## src/sv/modular_exponentiation_defines.svh

```systemverilog
// Assertion macros shared by the modular exponentiation RTL.
`ifndef MODULAR_EXPONENTIATION_DEFINES_SVH
`define MODULAR_EXPONENTIATION_DEFINES_SVH

// Same-cycle implication, checked on every rising edge outside reset.
`define MX_ASSERT_SAME(label, ante, cons, msg) \
	label: assert property (@(posedge clk) disable iff (!arst_n) (ante) |-> (cons)) \
		else $error(msg);

// Next-cycle implication, checked on every rising edge outside reset.
`define MX_ASSERT_NEXT(label, ante, cons, msg) \
	label: assert property (@(posedge clk) disable iff (!arst_n) (ante) |=> (cons)) \
		else $error(msg);

`endif

```

## src/sv/modexp_pkg.sv

```systemverilog
// Types, constants and the microcode table of the modular exponentiation block.
`timescale 1ns / 1ps
`default_nettype none

package modexp_pkg;

	localparam int OPERAND_WIDTH = 31;
	localparam int CNT_W = $clog2(OPERAND_WIDTH);

	typedef logic [OPERAND_WIDTH-1:0] operand_t;

	localparam operand_t MODULUS_RESET = OPERAND_WIDTH'(1000000007);

	typedef enum logic [1:0] {
		OP_NOP,
		OP_WAIT_IN,
		OP_MUL,
		OP_EMIT
	} op_t;

	typedef enum logic [2:0] {
		COND_NEVER,
		COND_ALWAYS,
		COND_M_ZERO,
		COND_EXP_ZERO,
		COND_EXP_BIT_CLR
	} cond_t;

	typedef enum logic [1:0] {
		X_ONE,
		X_RES,
		X_BASE
	} xsel_t;

	typedef enum logic [1:0] {
		DEST_NONE,
		DEST_RES,
		DEST_BASE
	} dest_t;

	typedef enum logic [3:0] {
		STEP_IDLE     = 4'd0,
		STEP_CHECK_M  = 4'd1,
		STEP_REDUCE   = 4'd2,
		STEP_LOOP     = 4'd3,
		STEP_TEST_BIT = 4'd4,
		STEP_MUL_RES  = 4'd5,
		STEP_SQUARE   = 4'd6,
		STEP_ZERO     = 4'd7,
		STEP_EMIT     = 4'd8
	} step_t;

	typedef struct packed {
		op_t   op;
		cond_t cond;
		step_t target;
		xsel_t x_sel;
		dest_t dest;
		logic  shift_exp;
		logic  clr_res;
	} ucode_t;

	typedef struct packed {
		logic busy;
		logic done;
	} mm_stat_t;

	// Control store: a taken jump goes to target, otherwise to the next step.
	function automatic ucode_t ucode_rom(step_t s);
		ucode_t w;
		w = '{op: OP_NOP, cond: COND_ALWAYS, target: STEP_IDLE, x_sel: X_ONE,
			dest: DEST_NONE, shift_exp: 1'b0, clr_res: 1'b0};
		case (s)
			STEP_IDLE: begin
				w.op   = OP_WAIT_IN;
				w.cond = COND_NEVER;
			end
			STEP_CHECK_M: begin
				w.cond   = COND_M_ZERO;
				w.target = STEP_ZERO;
			end
			STEP_REDUCE: begin
				// base * 1 mod m reduces the base
				w.op    = OP_MUL;
				w.cond  = COND_NEVER;
				w.x_sel = X_ONE;
				w.dest  = DEST_BASE;
			end
			STEP_LOOP: begin
				w.cond   = COND_EXP_ZERO;
				w.target = STEP_EMIT;
			end
			STEP_TEST_BIT: begin
				w.cond   = COND_EXP_BIT_CLR;
				w.target = STEP_SQUARE;
			end
			STEP_MUL_RES: begin
				w.op    = OP_MUL;
				w.cond  = COND_NEVER;
				w.x_sel = X_RES;
				w.dest  = DEST_RES;
			end
			STEP_SQUARE: begin
				w.op        = OP_MUL;
				w.cond      = COND_ALWAYS;
				w.target    = STEP_LOOP;
				w.x_sel     = X_BASE;
				w.dest      = DEST_BASE;
				w.shift_exp = 1'b1;
			end
			STEP_ZERO: begin
				w.cond    = COND_ALWAYS;
				w.target  = STEP_EMIT;
				w.clr_res = 1'b1;
			end
			STEP_EMIT: begin
				w.op     = OP_EMIT;
				w.cond   = COND_ALWAYS;
				w.target = STEP_IDLE;
			end
			default: begin
				w.cond   = COND_ALWAYS;
				w.target = STEP_IDLE;
			end
		endcase
		return w;
	endfunction

endpackage

`default_nettype wire

```

## src/sv/modexp_mulmod.sv

```systemverilog
// Bit-serial modular multiplier: interleaved double-and-add with reduction.
`timescale 1ns / 1ps
`default_nettype none

module modexp_mulmod (
	input  wire logic                clk,
	input  wire logic                arst_n,
	input  wire logic                start,
	input  wire modexp_pkg::operand_t x,
	input  wire modexp_pkg::operand_t y,
	input  wire modexp_pkg::operand_t m,
	output modexp_pkg::operand_t     result,
	output modexp_pkg::mm_stat_t     stat
);
	import modexp_pkg::*;

	// (a + b) mod m for a < m and b <= m
	function automatic operand_t add_mod(operand_t a, operand_t b, operand_t mod_v);
		logic [OPERAND_WIDTH:0] s;
		s = {1'b0, a} + {1'b0, b};
		if (s >= {1'b0, mod_v}) begin
			s = s - {1'b0, mod_v};
		end
		return s[OPERAND_WIDTH-1:0];
	endfunction

	operand_t         acc_q;
	operand_t         x_q;
	operand_t         y_q;
	logic [CNT_W-1:0] cnt_q;
	logic             phase_q;
	logic             active_q;
	logic             done_q;

	always_ff @(posedge clk or negedge arst_n) begin
		if (!arst_n) begin
			active_q <= 1'b0;
			done_q   <= 1'b0;
			phase_q  <= 1'b0;
			cnt_q    <= '0;
		end else begin
			done_q <= 1'b0;
			if (start) begin
				active_q <= 1'b1;
				phase_q  <= 1'b0;
				cnt_q    <= CNT_W'(OPERAND_WIDTH - 1);
			end else if (active_q) begin
				phase_q <= !phase_q;
				if (phase_q) begin
					if (cnt_q == '0) begin
						active_q <= 1'b0;
						done_q   <= 1'b1;
					end else begin
						cnt_q <= cnt_q - 1'b1;
					end
				end
			end
		end
	end

	// Scan y from its top bit: double on phase 0, add x on phase 1.
	always_ff @(posedge clk) begin
		if (start) begin
			acc_q <= '0;
			x_q   <= x;
			y_q   <= y;
		end else if (active_q) begin
			if (!phase_q) begin
				acc_q <= add_mod(acc_q, acc_q, m);
			end else begin
				if (y_q[OPERAND_WIDTH-1]) begin
					acc_q <= add_mod(acc_q, x_q, m);
				end
				y_q <= {y_q[OPERAND_WIDTH-2:0], 1'b0};
			end
		end
	end

	assign result    = acc_q;
	assign stat.busy = active_q;
	assign stat.done = done_q;

endmodule

`default_nettype wire

```

## src/sv/modular_exponentiation.sv

```systemverilog
// Modular exponentiation top level: microcoded sequencer around a serial mod-multiplier.
//
// Computes power_result = base_value ^ exponent mod modulus (right-to-left
// square and multiply). An exponent of zero gives 1; a modulus of zero gives 0.
// Input channel in_valid/in_ready carries base_value and exponent; output
// channel out_valid/out_ready carries power_result. A transaction completes
// when valid and ready are both high at a rising edge.
// The modulus is written through cfg_we/cfg_wdata; the user must write it only
// while the block is idle, as the block itself does not enforce this.
// One item is worked on at a time. Each modular multiply runs on the shared
// bit-serial unit, with a doubling phase and an adding phase per operand bit.
// The next item can be accepted in the cycle after the result register is written.
// The result register parts the output from the sequencer: a new item is
// accepted while an earlier result still waits; a stalled receiver holds the
// sequencer only when a second result is ready to be written.
// Reset clears the sequencer and output valid, and sets the modulus to 1000000007.
`timescale 1ns / 1ps
`default_nettype none
`include "modular_exponentiation_defines.svh"

module modular_exponentiation (
	input  wire logic                 clk,
	input  wire logic                 arst_n,
	input  wire logic                 cfg_we,
	input  wire modexp_pkg::operand_t cfg_wdata,
	input  wire logic                 in_valid,
	output logic                      in_ready,
	input  wire modexp_pkg::operand_t base_value,
	input  wire modexp_pkg::operand_t exponent,
	output logic                      out_valid,
	input  wire logic                 out_ready,
	output modexp_pkg::operand_t      power_result
);
	import modexp_pkg::*;

	step_t    pc_q;
	step_t    pc_d;
	ucode_t   word;
	logic     step_done;
	logic     cond_true;
	logic     mul_start;
	logic     mul_issued_q;
	operand_t mul_x;
	operand_t mul_result;
	mm_stat_t mm_stat;

	operand_t modulus_q;
	operand_t base_q;
	operand_t exp_q;
	operand_t res_q;
	logic     out_valid_q;
	operand_t power_q;

	assign word = ucode_rom(pc_q);

	// Next step
	always_comb begin
		case (word.op)
			OP_WAIT_IN: step_done = in_valid;
			OP_MUL:     step_done = mm_stat.done;
			OP_EMIT:    step_done = !out_valid_q || out_ready;
			default:    step_done = 1'b1;
		endcase
		case (word.cond)
			COND_ALWAYS:      cond_true = 1'b1;
			COND_M_ZERO:      cond_true = (modulus_q == '0);
			COND_EXP_ZERO:    cond_true = (exp_q == '0);
			COND_EXP_BIT_CLR: cond_true = !exp_q[0];
			default:          cond_true = 1'b0;
		endcase
		pc_d = pc_q;
		if (step_done) begin
			pc_d = cond_true ? word.target : step_t'(pc_q + 4'd1);
		end
	end

	// Step outputs
	always_comb begin
		in_ready  = (word.op == OP_WAIT_IN);
		mul_start = (word.op == OP_MUL) && !mul_issued_q;
		case (word.x_sel)
			X_RES:   mul_x = res_q;
			X_BASE:  mul_x = base_q;
			default: mul_x = operand_t'(1);
		endcase
	end

	always_ff @(posedge clk or negedge arst_n) begin
		if (!arst_n) begin
			pc_q         <= STEP_IDLE;
			mul_issued_q <= 1'b0;
			modulus_q    <= MODULUS_RESET;
			out_valid_q  <= 1'b0;
		end else begin
			pc_q <= pc_d;
			if (mul_start) begin
				mul_issued_q <= 1'b1;
			end else if (mm_stat.done) begin
				mul_issued_q <= 1'b0;
			end
			if (cfg_we) begin
				modulus_q <= cfg_wdata;
			end
			if (word.op == OP_EMIT && step_done) begin
				out_valid_q <= 1'b1;
			end else if (out_ready) begin
				out_valid_q <= 1'b0;
			end
		end
	end

	always_ff @(posedge clk) begin
		if (step_done) begin
			case (word.op)
				OP_WAIT_IN: begin
					base_q <= base_value;
					exp_q  <= exponent;
					res_q  <= operand_t'(1);
				end
				OP_MUL: begin
					if (word.dest == DEST_BASE) begin
						base_q <= mul_result;
					end
					if (word.dest == DEST_RES) begin
						res_q <= mul_result;
					end
				end
				OP_EMIT: begin
					power_q <= res_q;
				end
				default: begin
					if (word.clr_res) begin
						res_q <= '0;
					end
				end
			endcase
			if (word.shift_exp) begin
				exp_q <= exp_q >> 1;
			end
		end
	end

	modexp_mulmod u_mulmod (
		.clk    (clk),
		.arst_n (arst_n),
		.start  (mul_start),
		.x      (mul_x),
		.y      (base_q),
		.m      (modulus_q),
		.result (mul_result),
		.stat   (mm_stat)
	);

	assign out_valid    = out_valid_q;
	assign power_result = power_q;

	`MX_ASSERT_SAME(a_start_when_free, mul_start, !mm_stat.busy && !mm_stat.done, "start while busy")
	`MX_ASSERT_SAME(a_done_was_issued, mm_stat.done, mul_issued_q && word.op == OP_MUL, "stray done")
	`MX_ASSERT_NEXT(a_emit_sets_valid, word.op == OP_EMIT && step_done, out_valid && pc_q == STEP_IDLE, "no result")

endmodule

`default_nettype wire
```

## config.mk

```make
export PLATFORM = sky130hd
export DESIGN_NAME = modular_exponentiation
export DESIGN_NICKNAME = d
export VERILOG_FILES = /design/src/sv/modexp_pkg.sv /design/src/sv/modexp_mulmod.sv /design/src/sv/modular_exponentiation.sv
export VERILOG_INCLUDE_DIRS = /design/src /design/src/sv
export SDC_FILE = /design/constraint.sdc
export NUM_CORES = 1
export LEC_CHECK = 0
export BUFFER_PORTS_ARGS = -buffer_cell sky130_fd_sc_hd__buf_2
export CORE_ASPECT_RATIO = 0.7
export CORE_MARGIN = 2
export CORE_UTILIZATION = 50
export CTS_CLUSTER_DIAMETER = 30
export CTS_CLUSTER_SIZE = 30
export DETAILED_ROUTE_END_ITERATION = 6
export GPL_TIMING_DRIVEN = 0
export PLACE_DENSITY = 0.68
export REMOVE_ABC_BUFFERS = 1
export SLEW_MARGIN = 10
export SYNTH_ARGS = -nofsm -noshare
export SYNTH_HDL_FRONTEND = slang
export SYNTH_HIERARCHICAL = 1
export SYNTH_SLANG_ARGS = --single-unit
```

## constraint.sdc

```tcl
create_clock -name clk -period 14.2 [get_ports clk]
set_input_delay 2.84 -clock clk [delete_from_list [all_inputs] [get_ports clk]]
set_output_delay 2.84 -clock clk [all_outputs]
set_load 0.02 [all_outputs]
```

==> flow_summary_export.csv, run 1 <==
group,metric,value,unit
setup_path,crit_fanout,23,
setup_path,cp.required,14.65,ns
clock_network,cts_tree,"done",
power_and_ir_drop,vdd_drop_max,0.0001260,V
setup_path,startpoint_type,"flip-flop",
finish,nets,1990,
floorplan,design.core.area,33280,sq um
clock_network,postCtsHoldBufs,0,
clock_network,cts_inserted_buffers,47,
place,dp.final_hpwl,33180,um
detailed_routing,dr.pass1.iters,6,
power_and_ir_drop,p_leak,0.007553,uW
sta,max_freq,0.1671,GHz
sta,rsz0062_at_grt,"false",
clock_network,clkSlewWorstSetupHoldPaths,0.05,ns
synthesis,ys_warn_count,6,
sta,slew_headroom,0.1891,
detailed_routing,vias,13420,
setup_path,reg2reg_slack,8.22,ns
synthesis,syn_area,16760,sq um
grt,grt_max_degree,70,
setup_path,timing_worst_setup_path_type,"reg2reg",
setup_path,worstPathArrival,6.44,ns
detailed_routing,ant_nets,0,
floorplan,die_area,35030,sq um
grt,grt_pass1_vias,12950,
clock_network,post_cts_buffers,0,
floorplan,fp-row-count,56,
detailed_routing,drc,0,
grt,antenna_found_initial,2,
detailed_routing,wirelength,44550,um
finish,num-fill-cells,2813,
place,dpl_cell_area,17830,sq um
detailed_routing,drt_iter0_drc,1002,
floorplan,initial_core_util,0.5036,
clock_network,htree_levels,2,
sta,fin_crit,5.984,ns
outcome,status,"finished, final reports clean",
sta,worst_pin_slew,1.215,ns
sta,fin_crit_sh,0.4214,
clock_network,cts-root-buf,"clkbuf_16",
synthesis,postSynthAreaPerCell,10.04,sq um
flow_run,cap_violations,0,
sta,finalSetupTns,0,ns
sta,report.final.slew_viol_count,0,
grt,grt_pass1_wl,70080,um
sta,fin_worst_skew,0.01836,ns
clock_network,clk_latency,0.57,ns
clock_network,clkSinkCount,262,
place,place.gp.congestion,0.9004,
min_path,hold_class,"reg2reg",
detailed_routing,wl_per_cell,19.72,um
setup_path,cp-end-kind,"flip-flop",
detailed_routing,viasPerCell,5.942,
clock_network,cts.path.max_buffers,3,
clock_network,cts-resized-gates,0,
power_and_ir_drop,power.density,250.3,nW/um^2
finish,postLayoutCellArea,19420,sq um
finish,synthToLayoutAreaGrowth,15.88,%
finish,drive_gt1_frac,0.2095,
floorplan,fp.dieW,222.8,um
sta,hold_viol,0,
sta,setup_violations,0,
floorplan,top_level_ports,131,
grt,grt-ovfl-total,0,
synthesis,synthCells,1670,
grt,grt_util_all_layers,0.2530,
floorplan,die_h,157.2,um
place,port_buffers,130,
==> state kept, by name, indices dropped and copies added (netlist names), 4 cells and up <==
register / cells
power_result: 31
pc_q: 4
base_q: 31
u_mulmod/cnt_q: 5
u_mulmod/y_q: 31
exp_q: 31
modulus_q: 31
res_q: 31
u_mulmod/result: 31
u_mulmod/x_q: 31
==> layer usage <==
layer  vias to the layer above  part of all wire  wire length, um  GRT usage
met1                      6534              0.47            20760     0.3542
met2                       381              0.45            19940     0.4018
met5                         -                 0                0          0
li1                       6443                 -                -          -
met3                        66             0.070             3101    0.05488
met4                         0             0.017              751    0.06072
==> cell type report <==
class / count / area (sq um) / share of cell area
Inverter: 68 / 255.2 / 0.01314
Multi-Input combinational cell: 1263 / 8848 / 0.4556
Antenna cell: 1 / 2.502 / 0.0001288
Sequential cell: 262 / 7353 / 0.3786
Tap cell: 435 / 544.3 / 0.02802
Timing Repair Buffer: 142 / 833.3 / 0.04290
Clock buffer: 57 / 1274 / 0.06558
Clock inverter: 31 / 312.8 / 0.01610
==> final timing paths <==
path	startpoint	endpoint	cells after the start
setup / recovery	u_mulmod/result[0]$_SDFFE_PP0P_	u_mulmod/result[8]$_SDFFE_PP0P_	18
hold / removal	res_q[30]$_DFFE_PP_	power_result[30]$_DFFE_PP_	0
setup reg to reg	u_mulmod/result[0]$_SDFFE_PP0P_	u_mulmod/result[8]$_SDFFE_PP0P_	18
hold reg to reg	res_q[30]$_DFFE_PP_	power_result[30]$_DFFE_PP_	0
max in group asynchronous	arst_n	u_mulmod/phase_q$_DFFE_PN0P_	1
min in group asynchronous	arst_n	out_valid$_DFFE_PN0P_	1
==> where the power goes <==
| group | leakage [uW] | total [uW] | internal (uW) | switching, uW |
|---|---|---|---|---|
| registers | 0.00241 | 1020 | 911 | 112 |
| clock network | 0.000766 | 1110 | 700 | 408 |
| logic | 0.00438 | 2730 | 1160 | 1570 |
| total | 0.00755 | 4860 | 2770 | 2090 |
==> layout by cell type (no fill, tap or decap), types with 6 or more instances in the layout <==
cell / n
nand2_1: 202
edfxtp_1: 186
buf_2: 130
nor2_1: 122
a21oi_1: 107
ha_1: 102
mux2_2: 94
o21ai_0: 68
inv_1: 66
clkbuf_16: 47
xnor2_1: 47
and2_1: 37
a21o_1: 36
a211oi_1: 36
a22oi_1: 31
dfxtp_1: 31
nand3_1: 30
dfrtp_1: 28
xor2_1: 26
o211ai_1: 22
a31oi_1: 21
nor3_1: 20
nand4_1: 17
nand2b_1: 16
dfstp_2: 16
o21a_1: 16
and3_1: 15
nor4_1: 14
nor2b_1: 11
o21bai_1: 11
mux2i_1: 10
clkinv_2: 10
or3_1: 9
a311oi_1: 9
o31ai_1: 9
clkinvlp_4: 7
a31o_1: 7
a211o_1: 6
clkbuf_8: 6
o21ai_1: 6
==> critical path, cell delays in order, from the launching register on <==
cell	delay (ns)
dfxtp_1	0.38
ha_1	0.29
fa_1	0.44
a211oi_1	0.36
o21bai_1	0.14
a31oi_1	0.36
nand4b_1	0.22
a41oi_1	0.38
o21ai_0	0.17
xor2_1	0.20
ha_1	0.40
nand2_1	0.11
or4_1	0.53
a21o_1	0.22
a31oi_4	0.20
a211o_1	0.77
mux2i_1	0.33
a211oi_1	0.11
a31o_2	0.24
==> per-stage QoR <==
stage / worst slack (ns) / total power (uW) / util / hold WS, ns / instances
CTS: 8.306 / 4829 / 0.5835 / 0.4470 / 2258
finish: 8.216 / 4861 / 0.5836 / 0.4482 / 2259
global route: 8.014 / 5201 / 0.5836 / 0.4521 / 2259
detailed placement: 8.327 / 3701 / 0.5358 / 0.4387 / 2170
global placement: 0.8842 / 3636 / 0.5284 / 0.4306 / 2158
floorplan: 5.703 / 3101 / - / 0.4274 / 1593
(Power assumes the default switching activity.)
==> run 2: changes to the inputs <==
clock period = 6.1 ns   (was 14.2 ns; I/O delays follow)
==> run 2 against run 1 <==
  * Register-to-register slack worse by 7.8 ns
  * Die area unchanged
  * Wire length about the same
  * Flip-flop and latch count unchanged
  * First-iteration DRC count about the same
  * Combinational power up 130%
  * Final area about the same
  * Setup slack worse by 7.8 ns
==> flow_summary_export.csv, run 2 (synthesized netlist as in run 1, its figures left out) <==
group,metric,value,unit
detailed_routing,drc,0,
clock_network,cts_tree,"done",
power_and_ir_drop,p_leak,0.007553,uW
setup_path,cp-end-kind,"flip-flop",
detailed_routing,viasPerCell,5.950,
min_path,holdPathEnd,"power_result[30]$_DFFE_PP_",
finish,finalNonFillerCells,2259,
grt,grt_pass1_wl,70080,um
power_and_ir_drop,vdd_drop_max,0.0002935,V
grt,grt-ovfl-total,0,
floorplan,top_level_ports,131,
detailed_routing,wirelength,44540,um
setup_path,startpoint_type,"flip-flop",
finish,nets,1990,
finish,postLayoutCellArea,19420,sq um
setup_path,r2r_cells,18,
setup_path,cp.required,6.55,ns
floorplan,design.core.area,33280,sq um
floorplan,initial_core_util,0.5036,
detailed_routing,dr.pass1.iters,5,
sta,fin_crit,5.671,ns
floorplan,fp-row-count,56,
min_path,min_from,"res_q[30]$_DFFE_PP_",
clock_network,cts-root-buf,"clkbuf_16",
detailed_routing,met3_length,3099,um
place,dpl_cell_area,17830,sq um
sta,rsz0062_at_grt,"false",
grt,grt_util_all_layers,0.2530,
detailed_routing,wl_per_cell,19.72,um
sta,setup_violations,0,
grt,antenna_found_initial,2,
floorplan,die_area,35030,sq um
clock_network,clkSlewWorstSetupHoldPaths,0.05,ns
place,place_inst,2170,
detailed_routing,highest_layer,"met4",
floorplan,fp.dieW,222.8,um
outcome,status,"finished, final reports clean",
finish,synthToLayoutAreaGrowth,15.88,%
sta,report.final.slew_viol_count,0,
clock_network,cts_inserted_buffers,47,
clock_network,htree_levels,2,
setup_path,r2r-start,"u_mulmod/result[0]$_SDFFE_PP0P_",
sta,max_freq,0.1763,GHz
place,dp.final_hpwl,33180,um
place,port_buffers,130,
min_path,hold_class,"reg2reg",
clock_network,cts.path.max_buffers,3,
grt,grt_max_degree,70,
clock_network,clkSinkCount,262,
place,place.gp.congestion,0.9004,
sta,hold_viol,0,
setup_path,crit_fanout,23,
finish,drive_gt1_frac,0.2101,
place,place_ws,0.2272,ns
flow_run,cap_violations,0,
sta,slew_headroom,0.1915,
power_and_ir_drop,finalPower,11320,uW
detailed_routing,vias,13440,
detailed_routing,ant_nets,0,
min_path,whs_path_depth,0,
finish,final_common_cell,"nand2_1",
clock_network,post_cts_buffers,0,
grt,grt_pass1_vias,12950,
sta,worst_pin_slew,1.211,ns
clock_network,clk_latency,0.57,ns
setup_path,timing_worst_setup_path_type,"reg2reg",
sta,fin_crit_sh,0.9296,
setup_path,reg2reg_slack,0.43,ns
detailed_routing,wl_met1,20740,um
detailed_routing,wl_met2,19920,um
power_and_ir_drop,power.density,582.6,nW/um^2
sta,final.setup.worst_slack,0.4294,ns
sta,fin_worst_skew,0.01837,ns
setup_path,worstPathArrival,6.12,ns
setup_path,r2r_end,"u_mulmod/result[8]$_SDFFE_PP0P_",
finish,layout_common_cells,"nand2_1 (202), edfxtp_1 (186), buf_2 (130), nor2_1 (122), a21oi_1 (107)",
detailed_routing,drt_iter0_drc,1001,
floorplan,die_h,157.2,um
[run 2: how the worst max path moves through the flow]
| stage | startpoint | end | cells past startpoint |
|---|---|---|---|
| 2_1_floorplan | pc_q[0]$_DFFE_PN0P_ | u_mulmod/cnt_q[4]$_DFFE_PN0P_ | 16 |
| 3_3_place_gp | pc_q[0]$_DFFE_PN0P_ | u_mulmod/cnt_q[4]$_DFFE_PN0P_ | 16 |
| 3_5_place_dp | u_mulmod/result[0]$_SDFFE_PP0P_ | u_mulmod/result[8]$_SDFFE_PP0P_ | 18 |
| 4_1_cts | u_mulmod/result[0]$_SDFFE_PP0P_ | u_mulmod/result[8]$_SDFFE_PP0P_ | 18 |
| 5_1_grt | u_mulmod/result[0]$_SDFFE_PP0P_ | u_mulmod/result[1]$_SDFFE_PP0P_ | 20 |
| 6_report | u_mulmod/result[0]$_SDFFE_PP0P_ | u_mulmod/result[8]$_SDFFE_PP0P_ | 18 |
[run 2: power breakdown]
| group | internal [uW] | leakage, uW | switching (uW) |
|---|---|---|---|
| combinational | 2710 | 0.00438 | 3650 |
| clock | 1630 | 0.000766 | 948 |
| sequential | 2120 | 0.00241 | 260 |
| total | 6460 | 0.00755 | 4860 |
[run 2: cell type report]
| class | count | area, sq um |
|---|---|---|
| Antenna cell | 1 | 2.502 |
| Clock buffer | 57 | 1274 |
| Clock inverter | 31 | 312.8 |
| Fill cell | 2812 | 13860 |
| Inverter | 68 | 255.2 |
| Multi-Input combinational cell | 1263 | 8850 |
| Sequential cell | 262 | 7353 |
| Tap cell | 435 | 544.3 |
| Timing Repair Buffer | 142 | 833.3 |
[run 2: metal layers]
| metal | vias up | track usage |
|---|---|---|
| met5 | - | 0 |
| met2 | 382 | 0.4018 |
| met4 | 0 | 0.06072 |
| li1 | 6437 | - |
| met3 | 74 | 0.05488 |
| met1 | 6547 | 0.3542 |
[run 2: worst max-delay path, stage by stage, from the launching register on]
cell and delay [ns]:
dfxtp_1 0.38, ha_1 0.29, fa_1 0.44, a211oi_1 0.36
o21bai_1 0.14, a31oi_1 0.36, nand4b_1 0.22, a41oi_1 0.38
o21ai_0 0.17, xor2_1 0.19, ha_1 0.40, nand2_1 0.11
or4_1 0.53, a21o_1 0.22, a31oi_4 0.20, a211o_2 0.48
mux2i_1 0.31, a211oi_1 0.10, a31o_2 0.24
[run 2: per-stage QoR]
step,util,setup TNS (ns),hold WS [ns]
2_1_floorplan,-,-86.32,0.4274
3_3_place_gp,0.5284,-704.82,0.4306
3_5_place_dp,0.5358,0,0.4387
4_1_cts,0.5835,0,0.4470
5_1_grt,0.5836,0,0.4521
6_report,0.5836,0,0.4482
[run 2: timing repair]
item | CTS | global route
resized for setup | 0 | 1
hold buffers | 0 | 0
endpoints found under the setup margin | 0 | 5
==> run 3: changes to the inputs <==
clock period = 5.7 ns   (was 6.1 ns; I/O delays follow)
==> run 3 against run 2 <==
  * Worst hold slack about the same
  * First-iteration DRC count is 11% higher
  * Global-route usage unchanged
  * Sequential share of layout area decreased by 0.13 points
  * Die area unchanged
  * Critical path depth is the same
  * Critical path type unchanged
  * Largest cell class unchanged
==> flow_summary_export.csv, run 3 (synthesized netlist as in run 1, its figures left out) <==
group,metric,value,unit
sta,fin_crit_sh,0.9485,
clock_network,cts-root-buf,"clkbuf_16",
sta,fin_crit,5.406,ns
finish,layout_common_cells,"nand2_1 (202), edfxtp_1 (186), buf_2 (130), nor2_1 (122), a21oi_1 (107)",
sta,setup_violations,0,
sta,fin_worst_skew,0.01940,ns
finish,synthToLayoutAreaGrowth,16.28,%
setup_path,r2r-start,"u_mulmod/result[0]$_SDFFE_PP0P_",
setup_path,cp.required,6.15,ns
setup_path,cp-end-kind,"flip-flop",
detailed_routing,viasPerCell,5.976,
sta,slew_headroom,0.2453,
setup_path,crit_chain,"ha_1 -> fa_1 -> a211oi_2 -> o21bai_1 -> a31oi_2 -> nand4b_1 -> a41oi_2 -> o21ai_0 -> xor2_1 -> ha_1 -> nand2_1 -> or4_1 -> a21o_1 -> a31oi_4 -> a211o_2 -> mux2i_1 -> a211oi_1 -> a31o_2",
setup_path,path_buf_inv,0,
setup_path,r2r_end,"u_mulmod/result[8]$_SDFFE_PP0P_",
setup_path,worstPathArrival,5.86,ns
grt,grt_pass1_vias,12950,
floorplan,fp-row-count,56,
clock_network,cts_tree,"done",
setup_path,startpoint_type,"flip-flop",
place,port_buffers,130,
sta,max_freq,0.1850,GHz
sta,hold_viol,0,
floorplan,top_level_ports,131,
clock_network,cts_inserted_buffers,47,
place,place.gp.congestion,0.9004,
power_and_ir_drop,vdd_drop_max,0.0003139,V
detailed_routing,drc,0,
grt,antenna_found_initial,2,
finish,finalNonFillerCells,2264,
detailed_routing,ant_nets,0,
finish,utilization,0.5856,
clock_network,cts.path.max_buffers,3,
setup_path,r2r_cells,18,
setup_path,cpLargestDelayFamily,"compound AO/OA/AOI/OAI gates",
finish,regArea,7353,sq um
floorplan,design.core.area,33280,sq um
setup_path,path_depth,18,
setup_path,crit_fanout,23,
grt,grt_util_all_layers,0.2530,
setup_path,crit_path_top_delay_cell,"or4_1",
clock_network,clk_latency,0.57,ns
clock_network,clkSinkCount,262,
setup_path,endpoint,"u_mulmod/result[8]$_SDFFE_PP0P_",
grt,grt_max_degree,70,
setup_path,cp-startpoint,"u_mulmod/result[0]$_SDFFE_PP0P_",
finish,drive_gt1_frac,0.2140,
min_path,min_from,"res_q[30]$_DFFE_PP_",
finish,nets,1994,
finish,num-fill-cells,2808,
floorplan,fp.dieW,222.8,um
grt,grt_pass1_wl,70080,um
place,place_inst,2170,
grt,grt-ovfl-total,0,
finish,final_common_cell,"nand2_1",
floorplan,initial_core_util,0.5036,
min_path,hold_class,"reg2reg",
sta,report.final.slew_viol_count,0,
floorplan,die_area,35030,sq um
detailed_routing,wirelength,45190,um
clock_network,htree_levels,2,
place,place_ws,-0.1728,ns
power_and_ir_drop,finalPower,12170,uW
flow_run,cap_violations,0,
sta,worst_pin_slew,1.129,ns
finish,multi_input_area,8877,sq um
detailed_routing,wl_per_cell,19.96,um
detailed_routing,vias,13530,
outcome,status,"finished, final reports clean",
setup_path,max_stage_delay,0.53,ns
setup_path,reg2reg_slack,0.29,ns
sta,final.setup.worst_slack,0.2938,ns
power_and_ir_drop,p_leak,0.007574,uW
detailed_routing,drt_iter0_drc,1109,
power_and_ir_drop,power.density,624.4,nW/um^2
setup_path,crit_top_cell,"ha_1",
setup_path,timing_worst_setup_path_type,"reg2reg",
place,dp.final_hpwl,33180,um
detailed_routing,dr.pass1.iters,5,
clock_network,clkSlewWorstSetupHoldPaths,0.05,ns
floorplan,die_h,157.2,um
sta,rsz0062_at_grt,"false",
==> run 3: cell types whose count changed in the layout (fill, tap and decap cells not counted), sizes merged <==
cell | before | now
buf | 142 | 144
clkinvlp | 7 | 9
diode | 1 | 2
inv | 71 | 70
nor2b | 14 | 15
==> run 3: report_power, final <==
part           switching [uW]  internal, uW  leakage [uW]
Clock                    1010          1740      0.000766
Sequential                280          2270       0.00241
Combinational            3940          2930       0.00440
==> run 3: what timing repair did <==
action | CTS | global route
pin swaps | 0 | 1
endpoints found under the setup margin | 6 | 22
hold buffers | 0 | 0
buffers inserted | 0 | 2
gates resized for setup | 1 | 4
gates cloned | 0 | 2
==> run 3: routing by layer <==
layer  wire, um  track usage  part of all wire
met5          0            0                 0
met4        767      0.06072             0.017
met3       3233      0.05488             0.072
met2      20190       0.4018              0.45
met1      21000       0.3542              0.46
==> run 3: cell type report <==
class                           instances  share of cell area
Clock buffer                           57             0.06535
Multi-Input combinational cell       1264              0.4554
Antenna cell                            2           0.0002568
Sequential cell                       262              0.3773
Tap cell                              435             0.02792
Timing Repair inverter                  1           0.0002568
Clock inverter                         31             0.01605
Inverter                               68             0.01329
Timing Repair Buffer                  144             0.04416
==> run 3: worst register-to-register path: stages, from the launching register on <==
cell,delay (ns)
dfxtp_1,0.38
ha_1,0.29
fa_1,0.46
a211oi_2,0.30
o21bai_1,0.13
a31oi_2,0.25
nand4b_1,0.22
a41oi_2,0.30
o21ai_0,0.15
xor2_1,0.19
ha_1,0.40
nand2_1,0.11
or4_1,0.53
a21o_1,0.22
a31oi_4,0.20
a211o_2,0.49
mux2i_1,0.33
a211oi_1,0.11
a31o_2,0.24
==> run 3: worst min path at each step <==
| stage | end | slack (ns) | cells after the start |
|---|---|---|---|
| finish | power_result[30]$_DFFE_PP_ | 0.45 | 0 |
| global route | power_result[29]$_DFFE_PP_ | 0.45 | 0 |
| CTS | power_result[29]$_DFFE_PP_ | 0.45 | 0 |
| detailed placement | power_result[26]$_DFFE_PP_ | 0.44 | 0 |
| global placement | power_result[4]$_DFFE_PP_ | 0.43 | 0 |
| floorplan | power_result[0]$_DFFE_PP_ | 0.43 | 0 |
==> run 3: through the flow <==
step / area, sq um / hold slack (ns) / setup TNS [ns]
after CTS: 19420 / 0.4470 / 0
final: 19490 / 0.4477 / 0
after detailed placement: 17830 / 0.4387 / -0.5283
after global placement: 17590 / 0.4306 / -807.22
after global routing: 19490 / 0.4521 / 0
after floorplan: 16390 / 0.4274 / -135.35
